<file path="config.mk">
export PLATFORM = sky130hd
export DESIGN_NAME = fifo_queue_with_search
export DESIGN_NICKNAME = d
export VERILOG_FILES = /design/src/rtl/fqs_pkg.sv /design/src/rtl/fqs_ram.sv /design/src/rtl/fqs_ctrl.sv /design/src/rtl/fqs_datapath.sv /design/src/rtl/fifo_queue_with_search.sv
export VERILOG_INCLUDE_DIRS = /design/src /design/src/rtl
export SDC_FILE = /design/constraint.sdc
export NUM_CORES = 1
export LEC_CHECK = 0
export CORE_MARGIN = 4
export CORE_UTILIZATION = 55
export DETAILED_ROUTE_END_ITERATION = 10
export DONT_BUFFER_PORTS = 1
export GPL_ROUTABILITY_DRIVEN = 0
export PLACE_DENSITY = 0.76
export SLEW_MARGIN = 20
export SYNTH_ARGS = -nofsm -noshare
export SYNTH_HDL_FRONTEND = slang
export SYNTH_HIERARCHICAL = 1
export SYNTH_SLANG_ARGS = --single-unit
</file>
<file path="constraint.sdc">
create_clock -name clk -period 9 [get_ports clk]
set_input_delay 2.25 -clock clk [delete_from_list [all_inputs] [get_ports clk]]
set_output_delay 2.25 -clock clk [all_outputs]
set_load 0.01 [all_outputs]
</file>
<file path="src/rtl/fifo_queue_with_search_macros.svh">
// Assertion macros for the queue RTL, used by fqs_datapath.
// Expects clk and rst_n in scope at the point of use.
`ifndef FIFO_QUEUE_WITH_SEARCH_MACROS_SVH
`define FIFO_QUEUE_WITH_SEARCH_MACROS_SVH

`ifndef SYNTHESIS
`define FQS_ASSERT(lbl, cond, msg) \
    lbl: assert property (@(posedge clk) disable iff (!rst_n) (cond)) else $error(msg);
`define FQS_ASSERT_IMPL(lbl, ante, cons, msg) \
    lbl: assert property (@(posedge clk) disable iff (!rst_n) (ante) |-> (cons)) \
        else $error(msg);
`define FQS_ASSERT_NEXT(lbl, ante, cons, msg) \
    lbl: assert property (@(posedge clk) disable iff (!rst_n) (ante) |=> (cons)) \
        else $error(msg);
`else
`define FQS_ASSERT(lbl, cond, msg)
`define FQS_ASSERT_IMPL(lbl, ante, cons, msg)
`define FQS_ASSERT_NEXT(lbl, ante, cons, msg)
`endif

`endif

</file>
<file path="src/rtl/fqs_pkg.sv">
`timescale 1ns / 1ps
// Types and codes for the FIFO queue with search.
// No dependencies.
package fqs_pkg;

    localparam int DATA_W = 32;

    typedef logic [1:0] command_t;
    typedef logic [2:0] status_t;
    typedef logic [1:0] sel_t;

    localparam command_t CMD_ENQ  = 2'd0;
    localparam command_t CMD_CALL = 2'd1;
    localparam command_t CMD_SRCH = 2'd2;

    localparam status_t ST_STORED   = 3'd0;
    localparam status_t ST_FULL     = 3'd1;
    localparam status_t ST_LISTED   = 3'd2;
    localparam status_t ST_REMOVED  = 3'd3;
    localparam status_t ST_EMPTY    = 3'd4;
    localparam status_t ST_FOUND    = 3'd5;
    localparam status_t ST_NOTFOUND = 3'd6;

    localparam sel_t SEL_ZERO  = 2'd0;
    localparam sel_t SEL_RDATA = 2'd1;
    localparam sel_t SEL_HEAD  = 2'd2;

    typedef struct packed {
        logic    enq_write;
        logic    walk_start;
        logic    rd_first;
        logic    rd_adv;
        logic    save_head;
        logic    deq;
        logic    emit;
        status_t emit_status;
        sel_t    emit_sel;
        logic    emit_last;
    } fqs_ctl_t;

    typedef struct packed {
        logic full;
        logic empty;
        logic match;
        logic at_end;
        logic first;
        logic out_free;
    } fqs_stat_t;

endpackage

</file>
<file path="src/rtl/fqs_ram.sv">
`timescale 1ns / 1ps
// Generic single-write, single-read RAM with registered read data.
// No dependencies.
module fqs_ram #(
    parameter int WIDTH = 32,
    parameter int DEPTH = 32
) (
    input  logic                     clk,
    input  logic                     we,
    input  logic [$clog2(DEPTH)-1:0] waddr,
    input  logic [WIDTH-1:0]         wdata,
    input  logic                     re,
    input  logic [$clog2(DEPTH)-1:0] raddr,
    output logic [WIDTH-1:0]         rdata
);

    logic [WIDTH-1:0] mem [DEPTH];
    logic [WIDTH-1:0] rdata_reg;

    always_ff @(posedge clk)
    begin
        if (we)
        begin
            mem[waddr] <= wdata;
        end
        if (re)
        begin
            rdata_reg <= mem[raddr];
        end
    end

    assign rdata = rdata_reg;

endmodule

</file>
<file path="src/rtl/fqs_ctrl.sv">
`timescale 1ns / 1ps
// Command sequencer for the FIFO queue with search.
// Depends on fqs_pkg; drives fqs_datapath through fqs_ctl_t.
module fqs_ctrl (
    input  logic              clk,
    input  logic              rst_n,
    input  logic              cmd_valid,
    output logic              cmd_stall,
    input  fqs_pkg::command_t command,
    input  fqs_pkg::fqs_stat_t stat,
    output fqs_pkg::fqs_ctl_t ctl
);
    import fqs_pkg::*;

    localparam logic [2:0] S_IDLE = 3'd0;
    localparam logic [2:0] S_RD   = 3'd1;
    localparam logic [2:0] S_CHK  = 3'd2;
    localparam logic [2:0] S_REM  = 3'd3;
    localparam logic [2:0] S_EMIT = 3'd4;

    logic [2:0] state_reg, state_next;
    command_t   op_reg, op_next;
    status_t    res_reg, res_next;

    always_ff @(posedge clk or negedge rst_n)
    begin
        if (!rst_n)
        begin
            state_reg <= S_IDLE;
            op_reg    <= CMD_ENQ;
            res_reg   <= ST_STORED;
        end
        else
        begin
            state_reg <= state_next;
            op_reg    <= op_next;
            res_reg   <= res_next;
        end
    end

    assign cmd_stall = (state_reg != S_IDLE);

    always_comb
    begin
        state_next = state_reg;
        op_next    = op_reg;
        res_next   = res_reg;
        ctl        = '0;
        case (state_reg)
            S_IDLE:
            begin
                if (cmd_valid)
                begin
                    if (command == CMD_ENQ)
                    begin
                        if (stat.full)
                        begin
                            res_next = ST_FULL;
                        end
                        else
                        begin
                            ctl.enq_write = 1'b1;
                            res_next      = ST_STORED;
                        end
                        state_next = S_EMIT;
                    end
                    else if (command inside {CMD_CALL, CMD_SRCH})
                    begin
                        op_next = command;
                        if (stat.empty)
                        begin
                            res_next   = ST_EMPTY;
                            state_next = S_EMIT;
                        end
                        else
                        begin
                            ctl.walk_start = 1'b1;
                            state_next     = S_RD;
                        end
                    end
                end
            end
            S_RD:
            begin
                ctl.rd_first = 1'b1;
                state_next   = S_CHK;
            end
            S_CHK:
            begin
                if (op_reg == CMD_CALL)
                begin
                    if (stat.out_free)
                    begin
                        ctl.emit        = 1'b1;
                        ctl.emit_status = ST_LISTED;
                        ctl.emit_sel    = SEL_RDATA;
                        ctl.save_head   = stat.first;
                        if (stat.at_end)
                        begin
                            state_next = S_REM;
                        end
                        else
                        begin
                            ctl.rd_adv = 1'b1;
                        end
                    end
                end
                else if (stat.match)
                begin
                    if (stat.out_free)
                    begin
                        ctl.emit        = 1'b1;
                        ctl.emit_status = ST_FOUND;
                        ctl.emit_sel    = SEL_RDATA;
                        ctl.emit_last   = 1'b1;
                        state_next      = S_IDLE;
                    end
                end
                else if (stat.at_end)
                begin
                    if (stat.out_free)
                    begin
                        ctl.emit        = 1'b1;
                        ctl.emit_status = ST_NOTFOUND;
                        ctl.emit_sel    = SEL_ZERO;
                        ctl.emit_last   = 1'b1;
                        state_next      = S_IDLE;
                    end
                end
                else
                begin
                    ctl.rd_adv = 1'b1;
                end
            end
            S_REM:
            begin
                if (stat.out_free)
                begin
                    ctl.emit        = 1'b1;
                    ctl.emit_status = ST_REMOVED;
                    ctl.emit_sel    = SEL_HEAD;
                    ctl.emit_last   = 1'b1;
                    ctl.deq         = 1'b1;
                    state_next      = S_IDLE;
                end
            end
            S_EMIT:
            begin
                if (stat.out_free)
                begin
                    ctl.emit        = 1'b1;
                    ctl.emit_status = res_reg;
                    ctl.emit_sel    = SEL_ZERO;
                    ctl.emit_last   = 1'b1;
                    state_next      = S_IDLE;
                end
            end
            default:
            begin
                state_next = S_IDLE;
            end
        endcase
    end

endmodule

</file>
<file path="src/rtl/fqs_datapath.sv">
`timescale 1ns / 1ps
// Ring pointers, entry RAM, walk pointer and output register of the queue.
// Depends on fqs_pkg and fqs_ram; controlled by fqs_ctrl.
`include "fifo_queue_with_search_macros.svh"
module fqs_datapath #(
    parameter int DEPTH = 32
) (
    input  logic                              clk,
    input  logic                              rst_n,
    input  logic signed [fqs_pkg::DATA_W-1:0] value,
    input  fqs_pkg::fqs_ctl_t                 ctl,
    output fqs_pkg::fqs_stat_t                stat,
    output logic                              rsp_valid,
    input  logic                              rsp_stall,
    output fqs_pkg::status_t                  status,
    output logic signed [fqs_pkg::DATA_W-1:0] data_out,
    output logic                              last
);
    import fqs_pkg::*;

    localparam int AW = $clog2(DEPTH);
    localparam int CW = $clog2(DEPTH + 1);

    function automatic logic [AW-1:0] ring_next(input logic [AW-1:0] i);
        ring_next = (i == AW'(DEPTH - 1)) ? '0 : i + 1'b1;
    endfunction

    logic [AW-1:0]     head_reg, tail_reg, ptr_reg;
    logic [CW-1:0]     count_reg, idx_reg;
    logic [DATA_W-1:0] key_reg, head_val_reg, rdata, sel_data;
    logic [AW-1:0]     ptr_inc, raddr;
    logic              re;
    logic              out_valid_reg, out_last_reg;
    status_t           out_status_reg;
    logic [DATA_W-1:0] out_data_reg;

    assign ptr_inc = ring_next(ptr_reg);
    assign raddr   = ctl.rd_adv ? ptr_inc : ptr_reg;
    assign re      = ctl.rd_first | ctl.rd_adv;

    fqs_ram #(
        .WIDTH(DATA_W),
        .DEPTH(DEPTH)
    ) u_ram (
        .clk  (clk),
        .we   (ctl.enq_write),
        .waddr(tail_reg),
        .wdata(value),
        .re   (re),
        .raddr(raddr),
        .rdata(rdata)
    );

    assign stat.full     = (count_reg == CW'(DEPTH));
    assign stat.empty    = (count_reg == '0);
    assign stat.match    = (rdata == key_reg);
    assign stat.at_end   = ((idx_reg + CW'(1)) == count_reg);
    assign stat.first    = (idx_reg == '0);
    assign stat.out_free = !out_valid_reg || !rsp_stall;

    always_ff @(posedge clk or negedge rst_n)
    begin
        if (!rst_n)
        begin
            head_reg  <= '0;
            tail_reg  <= '0;
            count_reg <= '0;
        end
        else
        begin
            if (ctl.enq_write)
            begin
                tail_reg <= ring_next(tail_reg);
            end
            if (ctl.deq)
            begin
                head_reg <= ring_next(head_reg);
            end
            if (ctl.enq_write && !ctl.deq)
            begin
                count_reg <= count_reg + CW'(1);
            end
            else if (ctl.deq && !ctl.enq_write)
            begin
                count_reg <= count_reg - CW'(1);
            end
        end
    end

    always_ff @(posedge clk)
    begin
        if (ctl.walk_start)
        begin
            ptr_reg <= head_reg;
            idx_reg <= '0;
            key_reg <= value;
        end
        else if (ctl.rd_adv)
        begin
            ptr_reg <= ptr_inc;
            idx_reg <= idx_reg + CW'(1);
        end
        if (ctl.save_head)
        begin
            head_val_reg <= rdata;
        end
    end

    always_comb
    begin
        case (ctl.emit_sel)
            SEL_RDATA: sel_data = rdata;
            SEL_HEAD:  sel_data = head_val_reg;
            default:   sel_data = '0;
        endcase
    end

    always_ff @(posedge clk or negedge rst_n)
    begin
        if (!rst_n)
        begin
            out_valid_reg <= 1'b0;
        end
        else if (ctl.emit)
        begin
            out_valid_reg <= 1'b1;
        end
        else if (!rsp_stall)
        begin
            out_valid_reg <= 1'b0;
        end
    end

    always_ff @(posedge clk)
    begin
        if (ctl.emit)
        begin
            out_status_reg <= ctl.emit_status;
            out_data_reg   <= sel_data;
            out_last_reg   <= ctl.emit_last;
        end
    end

    assign rsp_valid = out_valid_reg;
    assign status    = out_status_reg;
    assign data_out  = out_data_reg;
    assign last      = out_last_reg;

    `FQS_ASSERT(a_count_bound, count_reg <= CW'(DEPTH), "entry count above depth")
    `FQS_ASSERT_IMPL(a_emit_free, ctl.emit, stat.out_free, "result overwrites pending one")
    `FQS_ASSERT_IMPL(a_deq_nonempty, ctl.deq, !stat.empty, "dequeue from empty queue")
    `FQS_ASSERT_NEXT(a_enq_count, ctl.enq_write, count_reg == $past(count_reg) + CW'(1),
                     "enqueue did not bump count")

endmodule

</file>
<file path="src/rtl/fifo_queue_with_search.sv">
`timescale 1ns / 1ps
// Top level of the FIFO queue with search: sequencer plus datapath.
// Depends on fqs_pkg, fqs_ctrl, fqs_datapath, fqs_ram.
//
//   channel  handshake            payload
//   cmd      cmd_valid/cmd_stall  command, value
//   rsp      rsp_valid/rsp_stall  status, data_out, last
//
// Enqueue and empty-queue commands: accepted, then a single status reply.
// Call on n entries: one RAM read per entry, each entry listed, then the removal.
// Search on n entries: one RAM read per entry compared, ending at the first match.
// Reset clears head, tail, count and the sequencer; the RAM is not cleared.
// cmd_stall is high while a command runs; rsp_stall freezes a call's walk.
module fifo_queue_with_search #(
    parameter int DEPTH = 32
) (
    input  logic                              clk,
    input  logic                              rst_n,
    input  logic                              cmd_valid,
    output logic                              cmd_stall,
    input  fqs_pkg::command_t                 command,
    input  logic signed [fqs_pkg::DATA_W-1:0] value,
    output logic                              rsp_valid,
    input  logic                              rsp_stall,
    output fqs_pkg::status_t                  status,
    output logic signed [fqs_pkg::DATA_W-1:0] data_out,
    output logic                              last
);
    import fqs_pkg::*;

    fqs_ctl_t  ctl;
    fqs_stat_t stat;

    fqs_ctrl u_ctrl (
        .clk      (clk),
        .rst_n    (rst_n),
        .cmd_valid(cmd_valid),
        .cmd_stall(cmd_stall),
        .command  (command),
        .stat     (stat),
        .ctl      (ctl)
    );

    fqs_datapath #(
        .DEPTH(DEPTH)
    ) u_datapath (
        .clk      (clk),
        .rst_n    (rst_n),
        .value    (value),
        .ctl      (ctl),
        .stat     (stat),
        .rsp_valid(rsp_valid),
        .rsp_stall(rsp_stall),
        .status   (status),
        .data_out (data_out),
        .last     (last)
    );

endmodule

</file>
# --- Word level (Yosys, flattened, before mapping) ---
# Memories as Yosys holds them, arrays and structs flattened. A register that Yosys moved wholly into a read port is not among the register bits.
# Index checks and enable logic that the tools add are counted.
op_classes:
  n_addsub: 6
  n_eq_ne: 21
  mux: 52
  bitwise: 2
  reduce_logical: 20
op_table:
  columns: ["op", "count"]
  rows:
  - ["32-bit case mux with 2 select lines", 1]
  - ["3-bit 2-to-1 mux", 13]
  - ["7-bit 2-to-1 mux", 5]
  - ["32-bit equality test", 1]
  - ["5-bit 2-to-1 mux", 5]
  - ["6-bit 2-to-1 mux", 4]
  - ["7-bit case mux with 3 select lines", 1]
  - ["1-bit 2-to-1 mux", 17]
  - ["5-bit by 1-bit adder with 5-bit output (second input constant)", 3]
  - ["5-bit equality test (second input constant)", 3]
  - ["6-bit by 1-bit adder with 6-bit output (second input constant)", 2]
  - ["6-bit logical NOT", 2]
  - ["3-bit case mux with 4 select lines", 1]
  - ["3-bit != test (second input constant)", 3]
  - ["2-bit 2-to-1 mux", 4]
  - ["8-bit 2-to-1 mux", 1]
  - ["4-bit AND reduction", 2]
  - ["2-bit nonzero test", 4]
  - ["2-bit by 1-bit equality test with 1-bit output (second input constant)", 3]
  - ["3-bit by 2-bit equality test with 1-bit output (second input constant)", 2]
  - ["6-bit equality test", 1]
  - ["6-bit equality test (second input constant)", 1]
  - ["6-bit by 1-bit subtractor with 6-bit output (second input constant)", 1]
  - ["5-bit AND reduction", 1]
  - ["other kinds (15)", 20]
totals:
  register_bits: 136
  mem_bits_rw: 1024
  inputBits: 38
  out_inout_bits: 38
  word_cells: 116
  memories: 1
memory_table:
  columns: ["memory", "depth", "width", "rd", "rd_ports_with_merged_regs", "write_ports", "line_no", "source"]
  rows:
  - ["u_datapath.u_ram.mem", 32, 32, 1, 1, 1, "fqs_ram.sv:17", "logic [WIDTH-1:0] mem [DEPTH];"]

# --- Logic depth before layout (Yosys ltp) ---
depth:
  word_depth: 10
  depth_mapped: 17
  depth_no_buf: 14

# --- Cells and area by module ---
# The synthesis kept the hierarchy.
by_module_without_submodules:
  columns: ["module", "n_inst", "cells_per_inst", "area_each_um2", "seq_area_each_um2"]
  rows:
  - ["fqs_ram", 1, 2260, 40812.9, 31710.4]
  - ["fqs_datapath", 1, 391, 5461.5, 3648.5]
  - ["fqs_ctrl", 1, 76, 633.1, 175.2]

# --- Worst setup path before layout ---
# No wires, ideal clock.
synth_timing:
  path_kind: "input-to-reg"
  startpoint: "in command[0]"
  endpoint: "mem u_datapath.u_ram.mem[28][0] (enable)"
  setup_ps: 421
  t_arrival_ps: 5257
  required_time_ps: 8579
  setup_slack_ps: 3322
  stages: 7
  path_buffers: 1
  path_cell_list: "inv_1 > ha_1 > nand2_1 > nor3_1 > or3b_2 > clkbuf_1 > nor2_1"
synth_rtl:
  columns: ["element", "line_no", "source"]
  rows:
  - ["start, declared", "fifo_queue_with_search.sv:21", "input fqs_pkg::command_t command,"]
  - ["end, declared", "fqs_ram.sv:17", null]

==> impl_summary.log <==
[metrics] clk slew on worst S/H paths: 0.06 ns
[metrics] element type at the critical path start: flop
[metrics] postcts setup bufs: 0
[metrics] delay-heaviest family, CP: simple AND/OR/NAND/NOR gates
[metrics] area share of the largest cell type after synthesis: 74.00%
[metrics] fillers: 5,785
[metrics] reported leakage power: 17.76 nW
[metrics] clock sink count: 1,191
[metrics] detail-routed via count per cell: 6.317
[metrics] maximum count of clock buffers along a single path: 3
[metrics] placed insts: 3,771
[metrics] Antenna Nets Post-Route: 0
[metrics] Stages on worst setup path: 14
[metrics] Avg Synthesized Cell Area: 17.20 um2
[metrics] PortBufs: 0
[metrics] sequential share of the synthesized area: 75.75%
[metrics] Synth area leader: sky130_fd_sc_hd__edfxtp_1
[metrics] DRC violations left: 0
[metrics] Syn Std Cell Area: 46,910 um2
[metrics] worst min-delay path class: flop to flop
[metrics] Worst setup EP type: flop
[metrics] GR Overflow Total: 0
[metrics] length in cells of the worst reg-to-reg path: 14
[metrics] die span in x: 300.0 um
[metrics] cts bufs inserted: 113
[metrics] unrepaired setup endpoints after global routing: false
[metrics] wirelength, routed: 110,200 um
[metrics] critical path cell sequence: xor2_1 > nor4_1 > nand4_1 > nor2_1 > a21oi_1 > nor4bb_2 > buf_4 > mux2_8 > buf_12 > mux2i_1 > a22o_1 > nor3_1 > a31oi_1 > nand3_1
[metrics] minimum setup slack among reg-to-reg paths: 3.01 ns
[metrics] number of synthesized register bits: 1,191
[metrics] global-route wire length before repair: 162,000 um
[metrics] starting density of the core: 55.79%
[metrics] GRT Total Usage: 24.24%
[metrics] post-CTS sizing: 0
[metrics] detailed-route via count: 25,160
[metrics] slowest cell on the critical path: sky130_fd_sc_hd__nor4_1
[metrics] die area: 90,020 um2
[metrics] main flop type after synthesis: sky130_fd_sc_hd__edfxtp_1
[metrics] Critical Path Max Stage Delay: 0.93 ns
[metrics] most frequently used cell type in the post-synthesis netlist: sky130_fd_sc_hd__edfxtp_1
[metrics] Final TNS setup: 0 ns
[metrics] flip-flop count of the largest register after layout: 1,024
[metrics] CTS tree: done
[metrics] area delta synth->final: 10.65%
[metrics] clock latency at the later pin of the worst-skew pair: 0.68 ns
[metrics] H-tree lvl count: 3
[metrics] Peak supply drop: 0.4656 mV
[metrics] Mapped Cells: 2,727
[metrics] Data arrival, critical path: 6.40 ns
[metrics] min Tclk post-route: 5.986 ns
[metrics] number of nets at the end of the flow: 2,810
[metrics] outcome: finished clean
[metrics] Setup-failing EPs final: 0
[metrics] total of max-cap violations: 0
[metrics] worst hold path stage count: 0
[metrics] R2R Path End: u_datapath/u_ram/rdata[9]$_DFFE_PP_
[metrics] Power Density: 341.9 nW/um2
[metrics] buffering stage count on the worst path with inverters included: 2
[metrics] EDFF count, synth: 1,156
[metrics] Routed WL per cell: 27.67 um
[metrics] Max FO, Critical Path: 143
[metrics] final hold vios: 0
[metrics] actual slew at the worst max-slew pin: 1.106 ns
[metrics] Clk Tree Root Cell: sky130_fd_sc_hd__clkbuf_16
[metrics] startpoint of the most critical setup path: u_datapath/u_ram/rdata[12]$_DFFE_PP_
[metrics] CP Data Required Time: 9.41 ns
[metrics] worst-case headroom to the max-slew limit: 26.24%
[metrics] Tcrit/Tclk final: 66.51%
[metrics] Top Ports: 76
[metrics] number of DRC markers in iteration 0: 2,920
[metrics] Async SR Flop Fraction: 2.015%
[metrics] die span in y: 300.0 um
[metrics] setup clock skew after layout: 0.02403 ns
[metrics] commonest cells in the netlist: sky130_fd_sc_hd__edfxtp_1 (1,156), sky130_fd_sc_hd__mux2i_1 (516), sky130_fd_sc_hd__a22oi_1 (128)
[metrics] number of warnings printed during yosys synthesis: 6
[metrics] number of antenna violations at the first check in global routing: 2
[metrics] share of layout cells above drive strength 1: 9.902%
[metrics] pin count of the biggest net entering global routing: 144
[metrics] register with the highest flop count: u_datapath/u_ram/mem
[metrics] origin of the critical flop-to-flop path: u_datapath/u_ram/rdata[12]$_DFFE_PP_
[metrics] First-pass DRT Iterations: 5
[metrics] post-synthesis cell type count: 54
[metrics] Std-Cell Core Area: 84,090 um2
[metrics] Setup Crit Path Kind: flop to flop
[metrics] # hold bufs at CTS: 0
[metrics] Finished Layout Cells: 3,983
[metrics] dominant cells by area after synthesis: sky130_fd_sc_hd__edfxtp_1 (74%), sky130_fd_sc_hd__mux2i_1 (11%), sky130_fd_sc_hd__a22oi_1 (2.0%), sky130_fd_sc_hd__dfrtp_1 (1.3%), sky130_fd_sc_hd__a22o_1 (1.2%)
[metrics] Row Count: 106
[metrics] Final Slew Violations: 0
[metrics] capturing instance or port of the critical path: u_datapath/u_ram/rdata[9]$_DFFE_PP_
[metrics] via count of the first global-routing pass: 25,270
[metrics] Synthesized Nets: 2,784
[metrics] Max Fclk: 167.1 MHz
[metrics] total half-perimeter wirelength after legalization and detailed placement: 57,970 um
## how the worst min path moves through the flow
stage	to	startpoint	slack, ns
5_1_grt	u_datapath/head_val_reg[18]$_DFFE_PP_	u_datapath/u_ram/rdata[18]$_DFFE_PP_	0.54
6_report	u_datapath/head_val_reg[19]$_DFFE_PP_	u_datapath/u_ram/rdata[19]$_DFFE_PP_	0.51
4_1_cts	u_datapath/head_val_reg[19]$_DFFE_PP_	u_datapath/u_ram/rdata[19]$_DFFE_PP_	0.52
3_3_place_gp	u_datapath/head_val_reg[26]$_DFFE_PP_	u_datapath/u_ram/rdata[26]$_DFFE_PP_	0.50
2_1_floorplan	u_datapath/head_reg[3]$_DFFE_PN0P_	u_datapath/head_reg[3]$_DFFE_PN0P_	0.46
3_5_place_dp	u_datapath/head_val_reg[19]$_DFFE_PP_	u_datapath/u_ram/rdata[19]$_DFFE_PP_	0.51
## metrics by stage
| stage | instance area (um2) | power [mW] | worst slack, ns | utilization, % | hold WS (ns) |
|---|---|---|---|---|---|
| after floorplan | 46910 | 11.60 | 3.322 | - | 0.4648 |
| after global placement | 48260 | 12.97 | 2.968 | 57.39 | 0.5028 |
| after detailed placement | 48260 | 13.14 | 2.880 | 57.39 | 0.5075 |
| after CTS | 51880 | 17.75 | 3.168 | 61.69 | 0.5226 |
| after global routing | 51900 | 18.47 | 2.919 | 61.72 | 0.5434 |
| final | 51900 | 17.75 | 3.014 | 61.72 | 0.5125 |
## cell type report
cell class / count / area, um2 / share of cell area, %
Antenna cell: 1 / 2.502 / 0.004821
Clock buffer: 137 / 2960 / 5.704
Clock inverter: 73 / 658.1 / 1.268
Inverter: 12 / 45.04 / 0.08679
Multi-Input combinational cell: 1379 / 10800 / 20.81
Sequential cell: 1191 / 35530 / 68.47
Tap cell: 1134 / 1419 / 2.734
Timing Repair Buffer: 56 / 483.0 / 0.9305
## layer usage
metal	track usage, %	vias up	routed length (um)
met2	40.12	1419	53440
met5	0	-	0
met1	32.10	12720	41440
met3	5.365	245	11540
li1	-	10780	-
met4	8.462	0	3808
## cell families after synthesis
logic type | synth area share, %
AOI/OAI and AO/OA | 5.295
muxes | 11.40
DFF | 75.75
xor gates and xnor gates | 0.8776
adders and majority gates | 0.5228
buffers and inverters | 1.902
and+or+nand+nor | 4.254
## where the power goes
| part | switching [mW] | total, mW | internal (mW) |
|---|---|---|---|
| clock | 1.97 | 4.62 | 2.65 |
| sequential | 0.374 | 6.92 | 6.54 |
| combinational | 3.82 | 6.21 | 2.39 |
| total | 6.17 | 17.7 | 11.6 |
## layout by cell type, fill, tap and decap left out, types with 34 or more instances in the layout
cell type                   count
sky130_fd_sc_hd__edfxtp_1    1156
sky130_fd_sc_hd__mux2i_1      516
sky130_fd_sc_hd__a22oi_1      128
sky130_fd_sc_hd__nand2_1      120
sky130_fd_sc_hd__clkbuf_16    115
sky130_fd_sc_hd__a21oi_1      105
sky130_fd_sc_hd__nand3_1      100
sky130_fd_sc_hd__a22o_1        66
sky130_fd_sc_hd__buf_4         51
sky130_fd_sc_hd__nor2_1        50
sky130_fd_sc_hd__xor2_1        41
sky130_fd_sc_hd__nor3_1        35
sky130_fd_sc_hd__clkinv_1      34
No activity file was read; power rests on OpenSTA's default activity.
